<file path="src/hw/rtl/srf_pkg.sv">
// shared types and constants for the spectral rolloff finder
// no dependencies; imported by every module of the block except srf_ram
`default_nettype none

package srf_pkg;

  localparam int MAX_BINS   = 1024;
  localparam int MAG_BITS   = 16;
  localparam int IN_TDATA_W = 16;
  localparam int ADDR_W     = $clog2(MAX_BINS);
  localparam int CNT_W      = $clog2(MAX_BINS + 1);
  localparam int TOT_W      = MAG_BITS + ADDR_W;
  localparam int PCT_W      = 7;
  localparam int PROD_W     = TOT_W + PCT_W;
  localparam int FRAC_W     = 16;
  localparam int STEP_W     = $clog2(FRAC_W);
  localparam int OUT_RAW_W  = ADDR_W + CNT_W + FRAC_W;
  localparam int OUT_TDATA_W = ((OUT_RAW_W + 7) / 8) * 8;
  localparam int QDEPTH     = 2;
  localparam int QPTR_W     = $clog2(QDEPTH);
  localparam int QCNT_W     = $clog2(QDEPTH + 1);

  localparam logic [PCT_W-1:0] CUTOFF_RESET = PCT_W'(85);
  localparam logic [6:0]       SCALE        = 7'd100;

  // one finished frame waiting for the walk
  typedef struct packed {
    logic [TOT_W-1:0] total;
    logic [CNT_W-1:0] count;
    logic             dropped;
    logic             bank;
  } frame_desc_t;

  typedef struct packed {
    logic                we;
    logic                bank;
    logic [ADDR_W-1:0]   addr;
    logic [MAG_BITS-1:0] data;
  } ram_wr_t;

  typedef struct packed {
    logic              re;
    logic              bank;
    logic [ADDR_W-1:0] addr;
  } ram_rd_t;

  typedef struct packed {
    logic [ADDR_W-1:0] rolloff_bin;
    logic [CNT_W-1:0]  bin_count;
    logic [FRAC_W-1:0] rolloff_fraction;
    logic              overflow;
  } result_t;

  typedef enum logic [1:0] {
    B_IDLE,
    B_WALK,
    B_DIV,
    B_OUT
  } back_state_e;

endpackage

`default_nettype wire

</file>
<file path="src/hw/rtl/srf_queue.sv">
// short fifo of frame descriptors between front end and back end
// depends on srf_pkg
`default_nettype none

module srf_queue
  import srf_pkg::*;
(
  input  wire logic         clk_i,
  input  wire logic         rst_ni,
  input  wire logic         push_i,
  input  wire frame_desc_t  push_desc_i,
  input  wire logic         pop_i,
  output logic              full_o,
  output logic              empty_o,
  output frame_desc_t       head_o
);

  frame_desc_t       entry_q [QDEPTH];
  logic [QPTR_W-1:0] wr_ptr_q, rd_ptr_q;
  logic [QCNT_W-1:0] cnt_q;

  assign full_o  = cnt_q == QCNT_W'(QDEPTH);
  assign empty_o = cnt_q == '0;
  assign head_o  = entry_q[rd_ptr_q];

  always_ff @(posedge clk_i) begin
    if (push_i) begin
      entry_q[wr_ptr_q] <= push_desc_i;
    end
  end

  always_ff @(posedge clk_i or negedge rst_ni) begin
    if (!rst_ni) begin
      wr_ptr_q <= '0;
      rd_ptr_q <= '0;
      cnt_q    <= '0;
    end else begin
      if (push_i) begin
        wr_ptr_q <= (wr_ptr_q == QPTR_W'(QDEPTH - 1)) ? '0 : wr_ptr_q + QPTR_W'(1);
      end
      if (pop_i) begin
        rd_ptr_q <= (rd_ptr_q == QPTR_W'(QDEPTH - 1)) ? '0 : rd_ptr_q + QPTR_W'(1);
      end
      case ({push_i, pop_i})
        2'b10:   cnt_q <= cnt_q + QCNT_W'(1);
        2'b01:   cnt_q <= cnt_q - QCNT_W'(1);
        default: cnt_q <= cnt_q;
      endcase
    end
  end

endmodule

`default_nettype wire

</file>
<file path="config.mk">
export PLATFORM = sky130hd
export DESIGN_NAME = srf_queue
export DESIGN_NICKNAME = d
export VERILOG_FILES = /design/src/hw/rtl/srf_pkg.sv /design/src/hw/rtl/srf_queue.sv
export SDC_FILE = /design/constraint.sdc
export NUM_CORES = 1
export LEC_CHECK = 0
export ABC_AREA = 1
export BUFFER_PORTS_ARGS = -buffer_cell sky130_fd_sc_hd__buf_4
export CORE_MARGIN = 2
export CORE_UTILIZATION = 38
export CTS_CLUSTER_DIAMETER = 120
export DETAILED_ROUTE_END_ITERATION = 8
export SLEW_MARGIN = 40
export SYNTH_ARGS = -nofsm -noshare
export SYNTH_HDL_FRONTEND = slang
export SYNTH_SLANG_ARGS = --single-unit
</file>
<file path="constraint.sdc">
create_clock -name clk_i -period 7 [get_ports clk_i]
set_input_delay 0 -clock clk_i [delete_from_list [all_inputs] [get_ports clk_i]]
set_output_delay 0 -clock clk_i [all_outputs]
set_load 0.005 [all_outputs]
</file>
# Word-level counts from Yosys, hierarchy flattened
# Memory sizes are Yosys's and may differ from the RTL's.
# Cells that the tools add are included.
dict set report totals {
  regBits 4
  latchBits 0
  ramBits 78
  mem_bits_ro 0
  inputBits 43
  out_inout_bits 41
  word_cells 18
  mem_count 1
}
dict set report op_classes {
  add_sub_neg 4
  n_mul 0
  div 0
  order_cmp 0
  eq_ne 3
  shifts 0
  mux 5
  bitwise 0
  reduce_logical 2
}
# name depth word_bits read_ports rd_clocked_by_memory_dff wr line
set mem_list {}
lappend mem_list {entry_q 2 39 1 0 1 srf_queue.sv:18} ;# frame_desc_t entry_q [QDEPTH];
# operator n
set ops {}
lappend ops {{$eq A2 B2 Y1 const B} 2}
lappend ops {{$mux W1} 4}
lappend ops {{$pmux W2 S2} 1}
lappend ops {{$add A1 B1 Y1 const B} 2}
lappend ops {{$add A2 B1 Y2 const B} 1}
lappend ops {{$eq A2 B1 Y1 const B} 1}
lappend ops {{$logic_not A2 Y1} 1}
lappend ops {{$reduce_bool A2 Y1} 1}
lappend ops {{$sub A2 B1 Y2 const B} 1}

# Longest topological paths before layout
dict set report depth {
  ltp_word 2
  mapped_depth 7
  ltp_nobuf 7
}

# Least setup slack after synthesis
# Ideal clock, no wire load.
dict set report synth_path {
  path_kind {register to register}
  from {register wr_ptr_q}
  to {memory entry_q[0][0] (netlist name), enable pin}
  setup_time_ps 436
  arrival_time_ps 2054
  t_required_ps 6564
  path_slack_ps 4510
  stages_incl_launch_ff 2
  path_buffers 0
  synth_period_minus_slack_ps 2490
  cell_sequence {dfrtp_1 -> nor2_1}
}
# element line
set synth_rtl {}
lappend synth_rtl {{start, declared} srf_queue.sv:19} ;# logic [QPTR_W-1:0] wr_ptr_q, rd_ptr_q;
lappend synth_rtl {{start signal, assigned} srf_queue.sv:39} ;# wr_ptr_q <= (wr_ptr_q == QPTR_W'(QDEPTH - 1)) ? '0 : wr_ptr_q + QPTR_W'(1);
lappend synth_rtl {{end, declared} srf_queue.sv:18}
# No word-level cell before the write port.

==> flow_summary.yaml <==
critical_path:
  path_depth: 2
  required_ps: 7000
  cp_cell_sequence: "o21ai_0 > buf_4"
  r2r_slack_ps: 5510
  r2r-start: "wr_ptr_q$_DFFE_PN0P_"
  r2r_end: "entry_q[0][17]$_DFFE_PP_"
  arrival_ps: 1680
  start_kind: "flop"
  cp-end-kind: "primary output"
  crit_buf_inv: 1
  crit_type: "flop to primary output"
  crit_family: "flip-flops"
  reg2regPathDepth: 3
  worstPathMaxFanout: 79
  crit_slowest_cell: "dfrtp_4"
  crit_path_max_incr_delay_ps: 900
sta:
  setup-tns-final_ps: 0
  period_minus_slack_ps: 1680
  hold_violations: 0
  fmax_ghz: 0.595
  setup_viol: 0
  worst_slew_pin_slew_ps: 725
  whs_ps: 393
  min_period_over_period: 0.240
  max_slew_margin: 0.517
  rsz0062_at_grt: "no"
  slew_violations: 0
  finClkSkew_ps: 8.07
clock_tree:
  postCtsSetupBuffers: 0
  cts_made_buffers: 9
  cts_hold_buf: 43
  path_clk_slew_ps: 80
  cts_tree: "built"
  clkLatencyLatePin_ps: 330
  clockRootBuffer: "clkbuf_8"
  cts_resized: 0
  h-tree-depth: 3
  cts_buffer_depth: 2
  clock-sinks: 82
die:
  die_width_um: 94.5
  initial_core_util: 0.385
  core_area_mm2: 0.00809
  dieArea_mm2: 0.00894
  ios: 84
  rows: 33
  fp.dieH_um: 94.5
yosys:
  synth-simple-area-share: 0.0603
  synthMuxAreaShare: 0
  syn_inst: 228
  synth_cell_types: 17
  syn_area_mm2: 0.00311
  yosys.area_share.adder: 0.00402
  synth.avg_cell_area_um2: 13.7
  synth_seq_area_share: 0.784
  ys_ff_latch: 82
  synth_compound_area_frac: 0.0639
  synth_xor_area_frac: 0.00844
  synth_nets: 272
  synth_top_family_by_area: "buffers and inverters"
  yosys_warnings: 0
grt:
  grt_pass1_wl_um: 8410
  grt_max_degree: 80
  antenna_found_initial: 0
  grt_pass1_vias: 1830
  grt_util_all_layers: 0.127
  overflow: 0
detailed_routing:
  avgRoutedWirePerCell_um: 11.7
  top_layer_used: "met4"
  wl_met3_um: 307
  route.vias.total: 2000
  dr.pass1.iters: 4
  drc: 0
  met1_length_um: 2410
  viasPerCell: 4.27
  wl_um: 5500
  ant_nets: 0
  drt_iter0_drc: 56
  met2WireLength_um: 2740
finish:
  fin_nets: 402
  final_cell_mix: "83 x buf_4, 78 x edfxtp_1, 44 x inv_1, 44 x nand2_1, 43 x dlygate4sd3_1"
  fin_util: 0.553
  final_layout_size_suffix_gt1_frac: 0.281
  area_delta_synth_final_pct: 43.8
  final_common_cell: "buf_4"
  num_antenna_cells: 0
  fillers: 709
power_and_ir_drop:
  p_per_area_mw_per_mm2: 333
  max-vdd-ir-drop_mv: 0.216
  p_leak_nw: 1.89
hold_path:
  min_from: "push_desc_i[1]"
  min_to: "entry_q[0][1]$_DFFE_PP_"
  whs_path_depth: 2
  hp-class: "input port to flop"
placement:
  place.gp.congestion: 0.714
  port_buffers: 83
  dp_hpwl_um: 3350
job:
  drv_cap: 0
outcome:
  status: "finished clean"
==> per-layer routing <==
layer,vias up,GRT usage
li1,1022,-
met4,0,0.0399
met5,-,0
met1,918,0.159
met3,4,0.0439
met2,56,0.208
==> registers in the layout, summed over array words and instances, names as in the netlist <==
signal / count
entry_q: 78
cnt_q: 2
rd_ptr_q: 1
wr_ptr_q: 1
==> Yosys cell counts, drive strengths merged <==
cell type  number  share of area
dfrtp           4          0.032
xnor2           1         0.0028
xor2            2         0.0056
o21ai          39          0.064
nor2            3         0.0036
clkbuf          1         0.0016
buf             8          0.023
nand2          44          0.053
ha              1         0.0040
nand4           1         0.0020
nand3           1         0.0016
edfxtp         78           0.75
inv            45          0.054
==> where the power goes <==
group	switching (mW)	internal, mW
registers	0.0876	0.653
logic	0.190	0.241
clock network	0.157	0.164
total	0.434	1.06
==> per-stage QoR <==
step | worst slack (ps) | instances | instance area, µm² | power [mW]
6_report | 5320 | 468 | 4480 | 1.49
3_3_place_gp | 5250 | 407 | 3800 | 1.15
4_1_cts | 5270 | 468 | 4480 | 1.51
3_5_place_dp | 5470 | 409 | 3860 | 1.17
2_1_floorplan | 4510 | 228 | 3110 | 0.933
5_1_grt | 5090 | 468 | 4480 | 1.60
==> logic make-up after synthesis <==
group | after synthesis
DFF | 82
xor gates and xnor gates | 3
AOI/OAI and AO/OA | 39
adders and majority gates | 1
buffers and inverters | 54
and+or+nand+nor | 49
==> how the worst max path moves through the flow <==
stage / from / to / slack (ps)
2_1_floorplan: wr_ptr_q$_DFFE_PN0P_ / entry_q[0][0]$_DFFE_PP_ / 4510
3_3_place_gp: wr_ptr_q$_DFFE_PN0P_ / entry_q[0][12]$_DFFE_PP_ / 5250
3_5_place_dp: wr_ptr_q$_DFFE_PN0P_ / entry_q[0][12]$_DFFE_PP_ / 5470
4_1_cts: rd_ptr_q$_DFFE_PN0P_ / head_o[38] / 5270
5_1_grt: rd_ptr_q$_DFFE_PN0P_ / head_o[30] / 5090
6_report: rd_ptr_q$_DFFE_PN0P_ / head_o[30] / 5320
==> layout make-up <==
class                      instances  area [µm²]  area share
timing repair buffer             128        1110       0.248
clock buffer                      11         131      0.0293
sequential                        82        2450       0.546
multi-input combinational         92         433      0.0967
inverter                          45         171      0.0383
clock inverter                     5        55.1      0.0123
tap                              105         131      0.0293
(Power assumes the default switching activity.)
