File: src/hw/rtl/srf_pkg.sv
// shared types and constants for the spectral rolloff finder
// no dependencies; imported by every module of the block except srf_ram
`default_nettype none

package srf_pkg;

  localparam int MAX_BINS   = 1024;
  localparam int MAG_BITS   = 16;
  localparam int IN_TDATA_W = 16;
  localparam int ADDR_W     = $clog2(MAX_BINS);
  localparam int CNT_W      = $clog2(MAX_BINS + 1);
  localparam int TOT_W      = MAG_BITS + ADDR_W;
  localparam int PCT_W      = 7;
  localparam int PROD_W     = TOT_W + PCT_W;
  localparam int FRAC_W     = 16;
  localparam int STEP_W     = $clog2(FRAC_W);
  localparam int OUT_RAW_W  = ADDR_W + CNT_W + FRAC_W;
  localparam int OUT_TDATA_W = ((OUT_RAW_W + 7) / 8) * 8;
  localparam int QDEPTH     = 2;
  localparam int QPTR_W     = $clog2(QDEPTH);
  localparam int QCNT_W     = $clog2(QDEPTH + 1);

  localparam logic [PCT_W-1:0] CUTOFF_RESET = PCT_W'(85);
  localparam logic [6:0]       SCALE        = 7'd100;

  // one finished frame waiting for the walk
  typedef struct packed {
    logic [TOT_W-1:0] total;
    logic [CNT_W-1:0] count;
    logic             dropped;
    logic             bank;
  } frame_desc_t;

  typedef struct packed {
    logic                we;
    logic                bank;
    logic [ADDR_W-1:0]   addr;
    logic [MAG_BITS-1:0] data;
  } ram_wr_t;

  typedef struct packed {
    logic              re;
    logic              bank;
    logic [ADDR_W-1:0] addr;
  } ram_rd_t;

  typedef struct packed {
    logic [ADDR_W-1:0] rolloff_bin;
    logic [CNT_W-1:0]  bin_count;
    logic [FRAC_W-1:0] rolloff_fraction;
    logic              overflow;
  } result_t;

  typedef enum logic [1:0] {
    B_IDLE,
    B_WALK,
    B_DIV,
    B_OUT
  } back_state_e;

endpackage

`default_nettype wire

File: src/hw/rtl/srf_front.sv
// front end: accepts bins, writes them into the current bank, totals them
// depends on srf_pkg; hands each finished frame to srf_queue
`default_nettype none

module srf_front
  import srf_pkg::*;
(
  input  wire logic                  clk_i,
  input  wire logic                  rst_ni,
  input  wire logic                  s_valid_i,
  output logic                       s_ready_o,
  input  wire logic [MAG_BITS-1:0]   s_mag_i,
  input  wire logic                  s_last_i,
  input  wire logic                  q_full_i,
  output logic                       push_o,
  output frame_desc_t                push_desc_o,
  output ram_wr_t                    ram_wr_o
);

  logic [CNT_W-1:0] count_q, count_d;
  logic [TOT_W-1:0] total_q, total_d;
  logic             drop_q, drop_d;
  logic             bank_q, bank_d;
  logic             accept;
  logic             room;
  logic [CNT_W-1:0] count_new;
  logic [TOT_W-1:0] total_new;
  logic             drop_new;

  // a full queue means both banks hold frames the back end has not yet finished
  assign s_ready_o = !q_full_i;
  assign accept    = s_valid_i && s_ready_o;
  assign room      = count_q < CNT_W'(MAX_BINS);

  always_comb begin
    count_new = count_q;
    total_new = total_q;
    drop_new  = drop_q;
    if (room) begin
      count_new = count_q + CNT_W'(1);
      total_new = total_q + TOT_W'(s_mag_i);
    end else begin
      drop_new = 1'b1;
    end

    count_d = count_q;
    total_d = total_q;
    drop_d  = drop_q;
    bank_d  = bank_q;
    if (accept) begin
      if (s_last_i) begin
        count_d = '0;
        total_d = '0;
        drop_d  = 1'b0;
        bank_d  = !bank_q;
      end else begin
        count_d = count_new;
        total_d = total_new;
        drop_d  = drop_new;
      end
    end
  end

  always_ff @(posedge clk_i or negedge rst_ni) begin
    if (!rst_ni) begin
      count_q <= '0;
      total_q <= '0;
      drop_q  <= 1'b0;
      bank_q  <= 1'b0;
    end else begin
      count_q <= count_d;
      total_q <= total_d;
      drop_q  <= drop_d;
      bank_q  <= bank_d;
    end
  end

  assign ram_wr_o.we   = accept && room;
  assign ram_wr_o.bank = bank_q;
  assign ram_wr_o.addr = count_q[ADDR_W-1:0];
  assign ram_wr_o.data = s_mag_i;

  assign push_o              = accept && s_last_i;
  assign push_desc_o.total   = total_new;
  assign push_desc_o.count   = count_new;
  assign push_desc_o.dropped = drop_new;
  assign push_desc_o.bank    = bank_q;

endmodule

`default_nettype wire

File: config.mk
export PLATFORM = sky130hd
export DESIGN_NAME = srf_front
export DESIGN_NICKNAME = d
export VERILOG_FILES = /design/src/hw/rtl/srf_pkg.sv /design/src/hw/rtl/srf_front.sv
export SDC_FILE = /design/constraint.sdc
export NUM_CORES = 1
export LEC_CHECK = 0
export BUFFER_PORTS_ARGS = -buffer_cell sky130_fd_sc_hd__buf_2
export CELL_PAD_IN_SITES_DETAIL_PLACEMENT = 2
export CELL_PAD_IN_SITES_GLOBAL_PLACEMENT = 2
export CORE_MARGIN = 2
export CORE_UTILIZATION = 33
export CTS_CLUSTER_SIZE = 24
export DETAILED_ROUTE_END_ITERATION = 10
export PLACE_DENSITY_LB_ADDON = 0.1
export SYNTH_ARGS = -nofsm -noshare
export SYNTH_HDL_FRONTEND = slang
export SYNTH_SLANG_ARGS = --single-unit
File: constraint.sdc
create_clock -name clk_i -period 4.25 [get_ports clk_i]
set_input_delay 0.2125 -clock clk_i [delete_from_list [all_inputs] [get_ports clk_i]]
set_output_delay 0.2125 -clock clk_i [all_outputs]
set_load 0.02 [all_outputs]
# --- Word-level counts from Yosys, hierarchy flattened ---
# Index checks and enable logic that the tools add are counted.
word_totals:
  mem_count: 0
  latchBits: 0
  output_inout_bits: 69
  reg_bits: 39
  in_bits: 21
  romBits: 0
  ram_bits: 0
classes:
  mux: 6
  bitwise_logic: 0
  reduce_logical: 6
  div: 0
  multipliers: 0
  n_lt_le_gt_ge: 1
  shift: 0
  n_addsub: 2
  eq_ne: 0
op_table:
  columns: ["cell", "count"]
  rows:
  - ["$mux 26", 2]
  - ["$add 26x16->26", 1]
  - ["$mux 11", 2]
  - ["$add 11x1->11 const B", 1]
  - ["$lt 11x11->1 const B", 1]
  - ["$logic_and 1x1->1", 3]
  - ["$logic_not 1->1", 2]
  - ["$mux 1", 2]
  - ["$reduce_and 2->1", 1]

# --- Logic depth before layout (Yosys ltp) ---
logic_depth:
  word_depth: 3
  depth_mapped: 10

# --- Least setup slack after synthesis ---
# No wires, ideal clock.
synth_timing:
  path_kind: "reg-to-output"
  from: "register total_q[0]"
  to: "output port push_desc_o[33] (netlist bit)"
  arrival_ns: 2.413
  stages_incl_launch_ff: 11
  path_buffers: 0
  path_slack_ns: 1.625
  path_cell_list: "dfrtp_1 ha_1 inv_1 fa_1 nor2b_1 o2111ai_1 a211oi_2 o311ai_2 a21oi_1 nand2_1 xnor2_1"
synth_rtl:
  columns: ["item", "line_no", "text"]
  rows:
  - ["from (decl)", "srf_front.sv:21", "logic [TOT_W-1:0] total_q, total_d;"]
  - ["from (signal assigned)", "srf_front.sv:72", "total_q <= total_d;"]
  - ["to (decl)", "srf_front.sv:16", "output frame_desc_t push_desc_o,"]

==> impl_summary.md <==
Run status
The run finished with clean final reports.

Die
The region available for standard cell placement spans between 9000 and 10000 µm². The die area is approximately 10000 µm². The floorplan die width is between 100 and 150 µm. In this run the vertical extent of the chip is a little over 100 µm.

The number of primary I/O pins is 90. Row generation in the floorplan step produced 35 rows. The initial standard-cell utilization of the core is 0.341.

Synthesis
The synthesis-stage register bit count is 39. In the synthesized netlist the dominant register cell turns out to be dfrtp_1. After synthesis, the share of flip-flops with an asynchronous set or reset is 1.00.

In this run, synthesis inferred 0 flip-flops with an integrated enable. Counting every net in the synthesized netlist gives 415. The Yosys step of the flow raised 0 warnings. The share of the Yosys chip area taken by registers is 0.310. The number of distinct standard cells referenced by the synthesized netlist is 46. Synthesis produced a netlist whose cell count is between 300 and 400. After synthesis the cells add up to around 3200 µm². A synthesized cell averages 8.39 µm².

GRT
The first-pass GRT wire length is about 16000 µm. The via count of the first global-routing pass came to 3125. The sum of overflow across all layers after global routing is 0.

The number of antenna violations at the first check in global routing is 0. The pin count of the biggest net entering global routing is 40. The global-route usage over all layers is 0.193.

Setup path
Of all nets on the critical path, the largest fanout is 6. STA puts the critical path data required time at around 4.0 ns. The largest single stage delay on the critical path is 0.42 ns. The worst setup path is captured at a primary output. The worst-path cell with the longest stage delay is a21oi_1. The worst setup path is of the flip-flop to primary output kind.

Data on the critical path arrives at its endpoint at approximately 3.1 ns. STA classifies the critical path startpoint as a flip-flop. Walking the worst path, the cells encountered are ha_1, inv_1, fa_1, nor2b_1, o2111ai_1, a211oi_2, o311ai_2, a21oi_1, nand2_1, xnor2_1, buf_2.

Placement
During placement, the flow inserted port buffers numbering 89. Detailed placement ended at an HPWL of approximately 7200 µm. The congestion estimate from routability-driven global placement came to 0.770.

In this run the cell area measured after placement is 3500 µm².

STA
At the pin with the least slew margin, the transition time is approximately 1 ns. In the finished design, the share of the clock period the worst path needs comes to 0.779. Setup violations remaining at the end of the flow were counted as 0. The max-slew violation count was 0.

The final critical path time including I/O delays and setup is approximately 3.3 ns. The setup total negative slack is 0 ns. Setup repair after global routing left no endpoint under its margin. The maximum frequency from static timing analysis is 0.302 GHz.

Headroom to the max-slew limit came out at 0.335. On the final layout, the worst clock skew is 0.0104 ns. The final-report hold violation count came to 0.

Clock network
The CTS tree is done. The post-cts repair resize count is 0. The clock latency on the worst-skew pair is around 0.3 ns.

The clock-pin slew on the worst setup and hold paths is 0.08 ns. The tree built by TritonCTS fans out to 39 sinks. The quantity of hold-fixing buffers added after cts is 0. In this run the post-CTS setup repair buffer count came out at 0. Clock tree synthesis selected as its root buffer the cell clkbuf_8. The clock passes through at most 2 buffers. TritonCTS created 5 clock buffers. The H-tree generated during clock tree synthesis spans 2 levels.

Finish
0 antenna diodes ended up in the layout. The share of final-layout standard cells stronger than drive strength 1 is 0.248. The total non-filler cell area in the finished layout is approximately 3600 µm². The final layout contains around 470 nets. Compared with the post-synthesis result, the final layout area differs by 13.7%.

Flow run
Max-cap violations in this run came to 0.

Route
The detailed router placed 2924 vias in this run. The number of DRC violations after detailed routing is 0. The DRC violation total after the first TritonRoute iteration is 70.

The average detailed-routed wire length per instance is 17.2 µm. The count of antenna-violating nets left after detailed routing is 0. The pre-antenna-repair detailed-routing pass consisted of 4 iterations. The vias per cell is 5.22.

For this block, the routed nets add up to about 9600 µm of wire.

Pwr
The peak ir drop on the vdd network is approximately 0.00030 V. Summed over all cells, the static leakage comes to between 0.0015 and 0.002 µW. For this design the ratio of total power to cell area is between 500 and 600 nW/µm².

Min path
The type of the most critical hold path is input port to async pin.
[layer usage]
| layer | track usage | share of wire |
|---|---|---|
| met5 | 0 | 0 |
| met4 | 0.0343 | 0.0074 |
| met3 | 0.0283 | 0.031 |
| met2 | 0.325 | 0.48 |
| met1 | 0.266 | 0.48 |
[cell usage after synthesis, drive strengths merged, types with 3 or more instances]
cell,number,area share
a22o,13,0.036
nand3,12,0.021
inv,7,0.0083
ha,17,0.067
nor3,7,0.011
xnor2,20,0.056
xor2,14,0.039
and3,11,0.022
a311o,3,0.0095
o31ai,3,0.0071
o221ai,8,0.022
dfrtp,39,0.31
mux2i,5,0.016
o21ai,30,0.048
nor2b,11,0.022
nand2,61,0.073
a21oi,18,0.029
clkbuf,15,0.018
a211oi,3,0.013
nor2,17,0.020
buf,30,0.070
a21o,5,0.012
[sequential cells by signal (all words and copies together), names as in the netlist]
| register | cells |
|---|---|
| count_q | 11 |
| drop_q | 1 |
| bank_q | 1 |
| total_q | 26 |
[critical path, delay by kind of cell, from the launching register on]
family | cells | cell delay [ns]
buf+inv | 2 | 0.26
flops | 1 | 0.37
simple gates | 2 | 0.35
compound gates | 4 | 1.08
xor+xnor | 1 | 0.17
fa+ha+maj | 2 | 0.58
[logic make-up after synthesis]
family | synth area share
flip-flops | 0.310
buffers and inverters | 0.0976
adder cells (fa/ha/maj) | 0.0738
XOR/XNOR | 0.0944
multiplexers | 0.0230
AND/OR/NAND/NOR | 0.189
AO/OA/AOI/OAI | 0.212
[final timing paths]
check	start	end	slack (ns)	cells past startpoint
worst max-delay path	total_q[0]	push_desc_o[33]	0.94	11
worst min-delay path	rst_ni	total_q[4]	0.07	1
worst max register to register	total_q[0]	total_q[20]	1.33	10
worst min register to register	bank_q	bank_q	0.50	1
max in group asynchronous	rst_ni	count_q[2]	3.55	1
min in group clk_i	q_full_i	total_q[1]	0.39	3
[stage by stage]
step / instances / hold slack, ns / utilization / total power [µW] / setup WS (ns)
final: 560 / 0.0731 / 0.388 / 1980 / 0.940
after global routing: 560 / 0.152 / 0.388 / 2140 / 0.601
after CTS: 560 / 0.119 / 0.388 / 2000 / 0.880
after detailed placement: 552 / 0.443 / 0.379 / 1730 / 1.22
after global placement: 552 / 0.436 / 0.379 / 1700 / 1.40
after floorplan: 376 / -0.0831 / - / 1390 / 1.62
[layout by cell type (no fill, tap or decap), drive strengths merged, types with 3 or more instances in the layout]
cell type / netlist / layout
a21oi: 18 / 18
clkbuf: 15 / 7
a311o: 3 / 3
xor2: 14 / 14
nand3: 12 / 12
mux2i: 5 / 5
a211oi: 3 / 3
o21ai: 30 / 30
buf: 30 / 92
xnor2: 20 / 20
nand2: 61 / 61
a22o: 13 / 13
dfrtp: 39 / 39
o31ai: 3 / 3
nor2: 17 / 17
nor2b: 11 / 11
a21o: 5 / 5
nor3: 7 / 7
and3: 11 / 11
ha: 17 / 17
o221ai: 8 / 8
inv: 7 / 7
[report_power, final]
group	internal (µW)	total, µW	switching [µW]
clock	116	262	146
combinational	425	1160	738
sequential	453	551	98.2
[final cells by class]
type                       instances  area (µm²)
sequential                        39         976
multi-input combinational        284        1870
clock inverter                     1        5.00
fill                            1119        5650
inverter                           8        30.0
tap                              129         161
timing repair buffer              92         468
clock buffer                       7        76.3
Note: power is estimated with default switching activity, not from simulation.
