### src/hw/rtl/srf_pkg.sv
// shared types and constants for the spectral rolloff finder
// no dependencies; imported by every module of the block except srf_ram
`default_nettype none

package srf_pkg;

  localparam int MAX_BINS   = 1024;
  localparam int MAG_BITS   = 16;
  localparam int IN_TDATA_W = 16;
  localparam int ADDR_W     = $clog2(MAX_BINS);
  localparam int CNT_W      = $clog2(MAX_BINS + 1);
  localparam int TOT_W      = MAG_BITS + ADDR_W;
  localparam int PCT_W      = 7;
  localparam int PROD_W     = TOT_W + PCT_W;
  localparam int FRAC_W     = 16;
  localparam int STEP_W     = $clog2(FRAC_W);
  localparam int OUT_RAW_W  = ADDR_W + CNT_W + FRAC_W;
  localparam int OUT_TDATA_W = ((OUT_RAW_W + 7) / 8) * 8;
  localparam int QDEPTH     = 2;
  localparam int QPTR_W     = $clog2(QDEPTH);
  localparam int QCNT_W     = $clog2(QDEPTH + 1);

  localparam logic [PCT_W-1:0] CUTOFF_RESET = PCT_W'(85);
  localparam logic [6:0]       SCALE        = 7'd100;

  // one finished frame waiting for the walk
  typedef struct packed {
    logic [TOT_W-1:0] total;
    logic [CNT_W-1:0] count;
    logic             dropped;
    logic             bank;
  } frame_desc_t;

  typedef struct packed {
    logic                we;
    logic                bank;
    logic [ADDR_W-1:0]   addr;
    logic [MAG_BITS-1:0] data;
  } ram_wr_t;

  typedef struct packed {
    logic              re;
    logic              bank;
    logic [ADDR_W-1:0] addr;
  } ram_rd_t;

  typedef struct packed {
    logic [ADDR_W-1:0] rolloff_bin;
    logic [CNT_W-1:0]  bin_count;
    logic [FRAC_W-1:0] rolloff_fraction;
    logic              overflow;
  } result_t;

  typedef enum logic [1:0] {
    B_IDLE,
    B_WALK,
    B_DIV,
    B_OUT
  } back_state_e;

endpackage

`default_nettype wire

### src/hw/rtl/srf_back.sv
// back end: walks a stored frame, finds the rolloff bin, divides, holds result
// depends on srf_pkg; reads the bin banks and pops srf_queue
`default_nettype none

module srf_back
  import srf_pkg::*;
(
  input  wire logic                clk_i,
  input  wire logic                rst_ni,
  input  wire logic [PCT_W-1:0]    cutoff_i,
  input  wire logic                q_empty_i,
  input  wire frame_desc_t         q_head_i,
  output logic                     pop_o,
  output ram_rd_t                  ram_rd_o,
  input  wire logic [MAG_BITS-1:0] rdata0_i,
  input  wire logic [MAG_BITS-1:0] rdata1_i,
  output logic                     m_valid_o,
  input  wire logic                m_ready_i,
  output result_t                  m_result_o
);

  back_state_e state_q, state_d;

  logic [PROD_W-1:0] target_q;
  logic [CNT_W-1:0]  cnt_q;
  logic              ovf_q;
  logic              bank_q;
  logic [CNT_W-1:0]  rd_idx_q;
  logic              p1_v_q, p2_v_q, p3_v_q;
  logic [ADDR_W-1:0] p1_idx_q, p2_idx_q, p3_idx_q;
  logic [PROD_W-1:0] scaled_q;
  logic [PROD_W-1:0] acc_q;
  logic              found_q;
  logic [ADDR_W-1:0] found_idx_q;
  logic [CNT_W-1:0]  rem_q;
  logic [FRAC_W-1:0] quo_q;
  logic [STEP_W-1:0] step_q;
  logic              m_valid_q;
  result_t           result_q;

  logic              issue;
  logic              walk_done;
  logic              div_done;
  logic              out_free;
  logic              start;
  logic [MAG_BITS-1:0] rdata;
  logic [CNT_W:0]    rem_x2;
  logic              q_bit;
  logic [CNT_W-1:0]  rem_next;
  logic [ADDR_W-1:0] rolloff;

  assign issue     = (state_q == B_WALK) && (rd_idx_q < cnt_q);
  assign walk_done = (state_q == B_WALK) && (rd_idx_q == cnt_q)
                     && !p1_v_q && !p2_v_q && !p3_v_q;
  assign div_done  = (state_q == B_DIV) && (step_q == STEP_W'(FRAC_W - 1));
  assign out_free  = !m_valid_q || m_ready_i;
  assign rdata     = bank_q ? rdata1_i : rdata0_i;
  assign rolloff   = found_q ? found_idx_q : '0;

  // restoring divide step, remainder always stays below the count
  assign rem_x2   = {rem_q, 1'b0};
  assign q_bit    = rem_x2 >= {1'b0, cnt_q};
  assign rem_next = q_bit ? CNT_W'(rem_x2 - {1'b0, cnt_q}) : rem_x2[CNT_W-1:0];

  always_comb begin
    state_d = state_q;
    start   = 1'b0;
    pop_o   = 1'b0;
    unique case (state_q)
      B_IDLE: begin
        if (!q_empty_i) begin
          start   = 1'b1;
          state_d = B_WALK;
        end
      end
      B_WALK: begin
        if (walk_done) begin
          state_d = B_DIV;
        end
      end
      B_DIV: begin
        if (div_done) begin
          state_d = B_OUT;
        end
      end
      B_OUT: begin
        if (out_free) begin
          pop_o   = 1'b1;
          state_d = B_IDLE;
        end
      end
      default: state_d = B_IDLE;
    endcase
  end

  always_ff @(posedge clk_i or negedge rst_ni) begin
    if (!rst_ni) begin
      state_q   <= B_IDLE;
      p1_v_q    <= 1'b0;
      p2_v_q    <= 1'b0;
      p3_v_q    <= 1'b0;
      found_q   <= 1'b0;
      m_valid_q <= 1'b0;
    end else begin
      state_q <= state_d;
      p1_v_q  <= issue;
      p2_v_q  <= p1_v_q;
      p3_v_q  <= p2_v_q;
      if (start) begin
        found_q <= 1'b0;
      end else if (p3_v_q && !found_q && (acc_q > target_q)) begin
        found_q <= 1'b1;
      end
      if (pop_o) begin
        m_valid_q <= 1'b1;
      end else if (m_ready_i) begin
        m_valid_q <= 1'b0;
      end
    end
  end

  always_ff @(posedge clk_i) begin
    if (start) begin
      target_q <= PROD_W'(cutoff_i) * PROD_W'(q_head_i.total);
      cnt_q    <= q_head_i.count;
      ovf_q    <= q_head_i.dropped;
      bank_q   <= q_head_i.bank;
      rd_idx_q <= '0;
      acc_q    <= '0;
    end else begin
      if (issue) begin
        rd_idx_q <= rd_idx_q + CNT_W'(1);
      end
      if (p2_v_q) begin
        acc_q <= acc_q + scaled_q;
      end
    end
    p1_idx_q <= rd_idx_q[ADDR_W-1:0];
    p2_idx_q <= p1_idx_q;
    p3_idx_q <= p2_idx_q;
    scaled_q <= PROD_W'(rdata) * PROD_W'(SCALE);
    if (p3_v_q && !found_q) begin
      found_idx_q <= p3_idx_q;
    end
    if (walk_done) begin
      rem_q  <= CNT_W'(rolloff);
      quo_q  <= '0;
      step_q <= '0;
    end else if (state_q == B_DIV) begin
      rem_q  <= rem_next;
      quo_q  <= {quo_q[FRAC_W-2:0], q_bit};
      step_q <= step_q + STEP_W'(1);
    end
    if (pop_o) begin
      result_q.rolloff_bin      <= rolloff;
      result_q.bin_count        <= cnt_q;
      result_q.rolloff_fraction <= quo_q;
      result_q.overflow         <= ovf_q;
    end
  end

  assign ram_rd_o.re   = issue;
  assign ram_rd_o.bank = bank_q;
  assign ram_rd_o.addr = rd_idx_q[ADDR_W-1:0];

  assign m_valid_o  = m_valid_q;
  assign m_result_o = result_q;

endmodule

`default_nettype wire

### config.mk
export PLATFORM = sky130hd
export DESIGN_NAME = srf_back
export DESIGN_NICKNAME = d
export VERILOG_FILES = /design/src/hw/rtl/srf_pkg.sv /design/src/hw/rtl/srf_back.sv
export SDC_FILE = /design/constraint.sdc
export NUM_CORES = 1
export LEC_CHECK = 0
export ABC_AREA = 1
export ABC_CLOCK_PERIOD_IN_PS = 5400
export BUFFER_PORTS_ARGS = -buffer_cell sky130_fd_sc_hd__buf_2
export CORE_MARGIN = 2
export CORE_UTILIZATION = 40
export CTS_BUF_LIST = sky130_fd_sc_hd__clkbuf_4 sky130_fd_sc_hd__clkbuf_8
export CTS_CLUSTER_SIZE = 10
export DETAILED_ROUTE_END_ITERATION = 6
export GPL_ROUTABILITY_DRIVEN = 0
export GPL_TIMING_DRIVEN = 0
export PLACE_DENSITY = 0.58
export SLEW_MARGIN = 20
export SYNTH_ARGS = -nofsm -noshare
export SYNTH_HDL_FRONTEND = slang
export SYNTH_SLANG_ARGS = --single-unit
### constraint.sdc
create_clock -name clk_i -period 5.4 [get_ports clk_i]
set_clock_uncertainty 0.15 [all_clocks]
set_input_delay 1.62 -clock clk_i [delete_from_list [all_inputs] [get_ports clk_i]]
set_output_delay 1.62 -clock clk_i [all_outputs]
set_load 0.005 [all_outputs]
## Word level (Yosys, flattened, before mapping)

Index checks and enable logic that the tools add are counted.

- $add $sub $neg: 4
- Multiply operators: 2
- $lt $le $gt $ge: 3
- Equality and inequality tests: 9
- Muxes and demuxes: 18
- Reduce and logical (&&, ||, !) cells: 19

Operators with widths:

| cell | count |
|---|---|
| $add 33x23->33 | 1 |
| $gt 33x33->1 | 1 |
| $mul 7x26->33 | 1 |
| $mux 10 | 3 |
| $mul 16x5->21 const B | 1 |
| $mux 16 | 1 |
| $ge 12x11->1 | 1 |
| $add 11x1->11 const B | 1 |
| $eq 11x11->1 | 1 |
| $lt 11x11->1 | 1 |
| $mux 11 | 1 |
| $sub 11x11->11 | 1 |
| $logic_and 1x1->1 | 8 |
| $mux 1 | 8 |
| $mux 2 | 4 |
| $ne 2x2->1 const B | 4 |
| $pmux 2 s4 | 1 |
| $reduce_bool 2->1 | 3 |
| $logic_not 1->1 | 5 |
| $add 4x1->4 const B | 1 |
| $eq 2x2->1 const B | 2 |
| $eq 4x4->1 const B | 1 |
| $reduce_and 4->1 | 1 |
| $eq 2x1->1 const B | 1 |
| other kinds (2) | 2 |

- Register bits: 227
- Input bits: 82
- Output and inout port bits: 52
- Word-level logic and storage cells: 80

## Depth between registers and ports, before layout

- Word-level depth: 7
- Depth in mapped cells: 24
- Gate-level depth less buffers: 22

## Worst setup path after synthesis

OpenSTA, ideal clock, no wires.

- Kind: in2reg
- Start: input port cutoff_i[6]
- End: register target_q[32], data pin
- Setup time: 0.253 ns
- Arrival time: 5.502 ns
- Slack: -0.504 ns
- Stages on the path: 18
- Path through: clkbuf_1 clkbuf_1 nand2_1 fa_1 inv_1 fa_1 fa_1 inv_1 fa_1 inv_1 ha_1 nand2_1 nor2_1 inv_1 nor4_1 nand3_1 nand3b_1 nand2_1

- Cells in the longest elaborated chain, start to end: 1

Ends and longest elaborated chain:

| item | line | RTL |
|---|---|---|
| start, declared | srf_back.sv:10 | `input wire logic [PCT_W-1:0] cutoff_i,` |
| $mul 7x26->33 | srf_back.sv:124 | `target_q <= PROD_W'(cutoff_i) * PROD_W'(q_head_i.total);` |
| end signal, assigned | srf_back.sv:124 |  |
| end, declared | srf_back.sv:24 | `logic [PROD_W-1:0] target_q;` |

No other way between the ends.
A chain may end at the register's enable or synchronous reset.

## Final worst setup path

- Start: input port cutoff_i[3]
- End: register target_q[26], data pin

Same word-level chain as after synthesis.

==> metrics.md <==
| Metric | Value |
|---|---|
| Outcome | `finished clean` |
| CP peak stage delay | `540 ps` |
| Setup crit end kind | `flop` |
| Fillers | `4,615` |
| Remaining antenna violation count | `0` |
| Placement Setup Slack | `-521 ps` |
| Final Hold Viols | `0` |
| Post-synthesis mux area share | `0.00360` |
| Maximum clock insertion buffer count | `3` |
| Rel. slew slack | `0.288` |
| Vias/cell | `4.77` |
| Crit path kind | `in2reg` |
| Core Area | `0.0465 mm²` |
| Max-cap violations | `0` |
| Period minus WS final | `5270 ps` |
| Final core occ | `0.473` |
| Fin worst setup slack | `127 ps` |
| Layout cell share with drive strength beyond 1 | `0.138` |
| Drt drc | `0` |
| CTS buffer count | `37` |
| # clock sinks | `225` |
| Worst-Skew Late Latency | `540 ps` |
| Top FF cell, synth | `dfxtp_1` |
| Crit path cell chain | `clkbuf_16, clkbuf_8, nand2_1, inv_1, fa_1, fa_1, fa_1, inv_1, fa_1, inv_1, ha_4, nand2_2, nor2_2, inv_1, nor3_4, nand3_1, nand4_1, nand2_1` |
| RSZ-0062 raised after global routing | `true` |
| Main combinational cell family by area after synthesis | `adder cells` |
| Area fraction in compound gates after synthesis | `0.0659` |
| Pins Over Slew Limit | `0` |
| WP data arrival | `5390 ps` |
| # IOs | `134` |
| Worst Hold Class | `reg2reg` |
| CP Max Fanout | `10` |
| Largest net degree at the start of global routing | `52` |
| XOR/XNOR Fraction of Synth Area | `0.0270` |
| CP max stage cell | `fa_1` |
| Syn Area/Cell | `7.69 µm²` |
| First-pass GRT wire length | `77.4 mm` |
| VDD IR-drop max | `0.254 mV` |
| Worst-Margin Slew | `1060 ps` |
| Area share of fa/ha/maj cells after synthesis | `0.263` |
| Initial Util | `0.404` |
| Largest area contributor in the netlist | `edfxtp_1` |
| Fmax | `190 MHz` |
| Critical path launch point type | `input pin` |
| Syn Inst Count | `2,442` |
| Root buf cell | `clkbuf_8` |
| Area growth syn-to-layout | `17.0%` |
| Synth unique cells | `47` |
| Diode count | `0` |
| Std-Cell Rows | `79` |
| 1st-pass router iterations | `6` |
| Initial antenna violation count | `0` |
| Die ar. | `0.0487 mm²` |
| Power per Cell Area | `575 mW/mm²` |
| Final instance area | `0.0220 mm²` |
| Die Y | `221 µm` |
| DP Area | `0.0209 mm²` |
| Seq/Total Area, Yosys | `0.297` |
| Number of synthesized register bits | `225` |
| Global route overflow | `0` |
| Routed length per instance | `14.4 µm` |
| Die Wd | `221 µm` |
| Gr usage total | `0.198` |
| Vias in the first global route | `15,804` |
| Clock slew at reported path FFs | `60 ps` |
| Post-synthesis cell area | `0.0188 mm²` |
| Asr flop ratio synth | `0.0311` |
| Leak | `11.9 nW` |
| Final net count | `3,018` |
| CTS tree | `built` |
| Post-Synth Simple-Gate Area | `0.219` |
| Area contributors post-synth | `edfxtp_1, fa_1, nand2_1` |
| Post-synth EDFFs | `104` |
| Crit share post-route | `0.976` |
| Setup TNS | `0 ps` |
| DP HPWL | `38.3 mm` |
| I/O Buffers | `126` |
| Final setup vio count | `0` |
| Syn_nets | `2,840` |
| H-tree level count | `2` |
| WL final | `46.9 mm` |
| CP required | `5520 ps` |
| DR iter-0 viols | `912` |
| Via count | `15,511` |
| Ys Warns | `0` |
| Top-area cell type share of the netlist area | `0.166` |
## critical path: cells and delay by family
| family | cells | cell delay (ps) |
|---|---|---|
| adder cells (fa/ha/maj) | 5 | 2400 |
| buffers and inverters | 6 | 590 |
| AND/OR/NAND/NOR | 7 | 760 |
## final timing paths
kind                                     start                     end  slack, ps  cells past startpoint
setup / recovery                   cutoff_i[3]  target_q[26]$_DFFE_PP_        130                     18
hold / removal             p1_idx_q[0]$_DFF_P_     p2_idx_q[0]$_DFF_P_        170                      0
setup reg to reg              bank_q$_DFFE_PP_    scaled_q[19]$_DFF_P_       1280                     16
hold reg to reg            p1_idx_q[0]$_DFF_P_     p2_idx_q[0]$_DFF_P_        170                      0
max in group asynchronous               rst_ni        p3_v_q$_DFF_PN0_       4160                      1
min in group asynchronous               rst_ni        p1_v_q$_DFF_PN0_        760                      1
## cells in the final DEF, fill, tap and decap left out, types with 31 or more instances in the layout
cell type,instances
nand2_1,618
inv_1,544
ha_1,163
nor2_1,162
fa_1,130
buf_2,129
dfxtp_1,114
edfxtp_1,104
nand3_1,102
a21oi_1,94
o21ai_0,52
clkbuf_8,52
xor2_1,44
nand4_1,31
## synthesized netlist by cell type, types with 13 or more instances
cell and number:
a21oi_1 117, buf_4 13, clkbuf_1 34, dfxtp_1 114, edfxtp_1 104, fa_1 132
ha_1 184, inv_1 550, nand2_1 640, nand3_1 103, nand4_1 31, nor2_1 177
nor3_1 25, o21ai_0 66, o22ai_1 14, xnor2_1 14, xor2_1 44
## layout make-up
cell class | count | area (µm²) | area share
Buffer | 52 | 479 | 0.0218
Tap cell | 607 | 759 | 0.0346
Multi-Input combinational cell | 1612 | 11500 | 0.525
Clock buffer | 55 | 676 | 0.0307
Clock inverter | 10 | 110 | 0.00501
Inverter | 553 | 2080 | 0.0944
Sequential cell | 225 | 5580 | 0.254
Timing Repair Buffer | 139 | 768 | 0.0350
## where the power goes
| part | internal [mW] | total [mW] | switching [mW] |
|---|---|---|---|
| sequential | 2.64 | 3.02 | 0.389 |
| combinational | 3.12 | 8.05 | 4.93 |
| clock | 0.899 | 1.57 | 0.673 |
| total | 6.66 | 12.6 | 5.99 |
## kinds of logic (layout without fill, tap and decap cells)
family	after synthesis	count (layout)
DFF	225	225
muxes	6	6
AOI/OAI and AO/OA	229	229
adders and majority gates	316	316
xor gates and xnor gates	58	58
buffers and inverters	605	809
and+or+nand+nor	1003	1003
## registers in the layout, summed over array words and instances (netlist names), 2 cells and up
| name | flops |
|---|---|
| rem_q | 11 |
| acc_q | 31 |
| m_result_o | 38 |
| step_q | 4 |
| quo_q | 16 |
| p1_idx_q | 10 |
| target_q | 33 |
| scaled_q | 21 |
| p2_idx_q | 10 |
| cnt_q | 11 |
| p3_idx_q | 10 |
| state_q | 2 |
| found_idx_q | 10 |
| rd_idx_q | 11 |
## layer usage
metal,GRT usage,wire [µm]
met1,0.265,21800
met4,0.0629,1500
met3,0.0181,1930
met5,0,0
met2,0.338,21700
## repair_timing
action | 4_1_cts | 5_1_grt
setup buffers | 0 | 11
resized for setup | 0 | 55
hold buffers | 0 | 0
endpoints found under the setup margin | 0 | 14
## per-stage QoR
step | instances | total power, mW | hold WS, ps
finish | 3253 | 12.6 | 174
global route | 3253 | 14.0 | 178
CTS | 3242 | 12.4 | 173
detailed placement | 3177 | 10.8 | 162
global placement | 3175 | 10.6 | 160
floorplan | 2442 | 8.82 | 160
(Power assumes the default switching activity.)
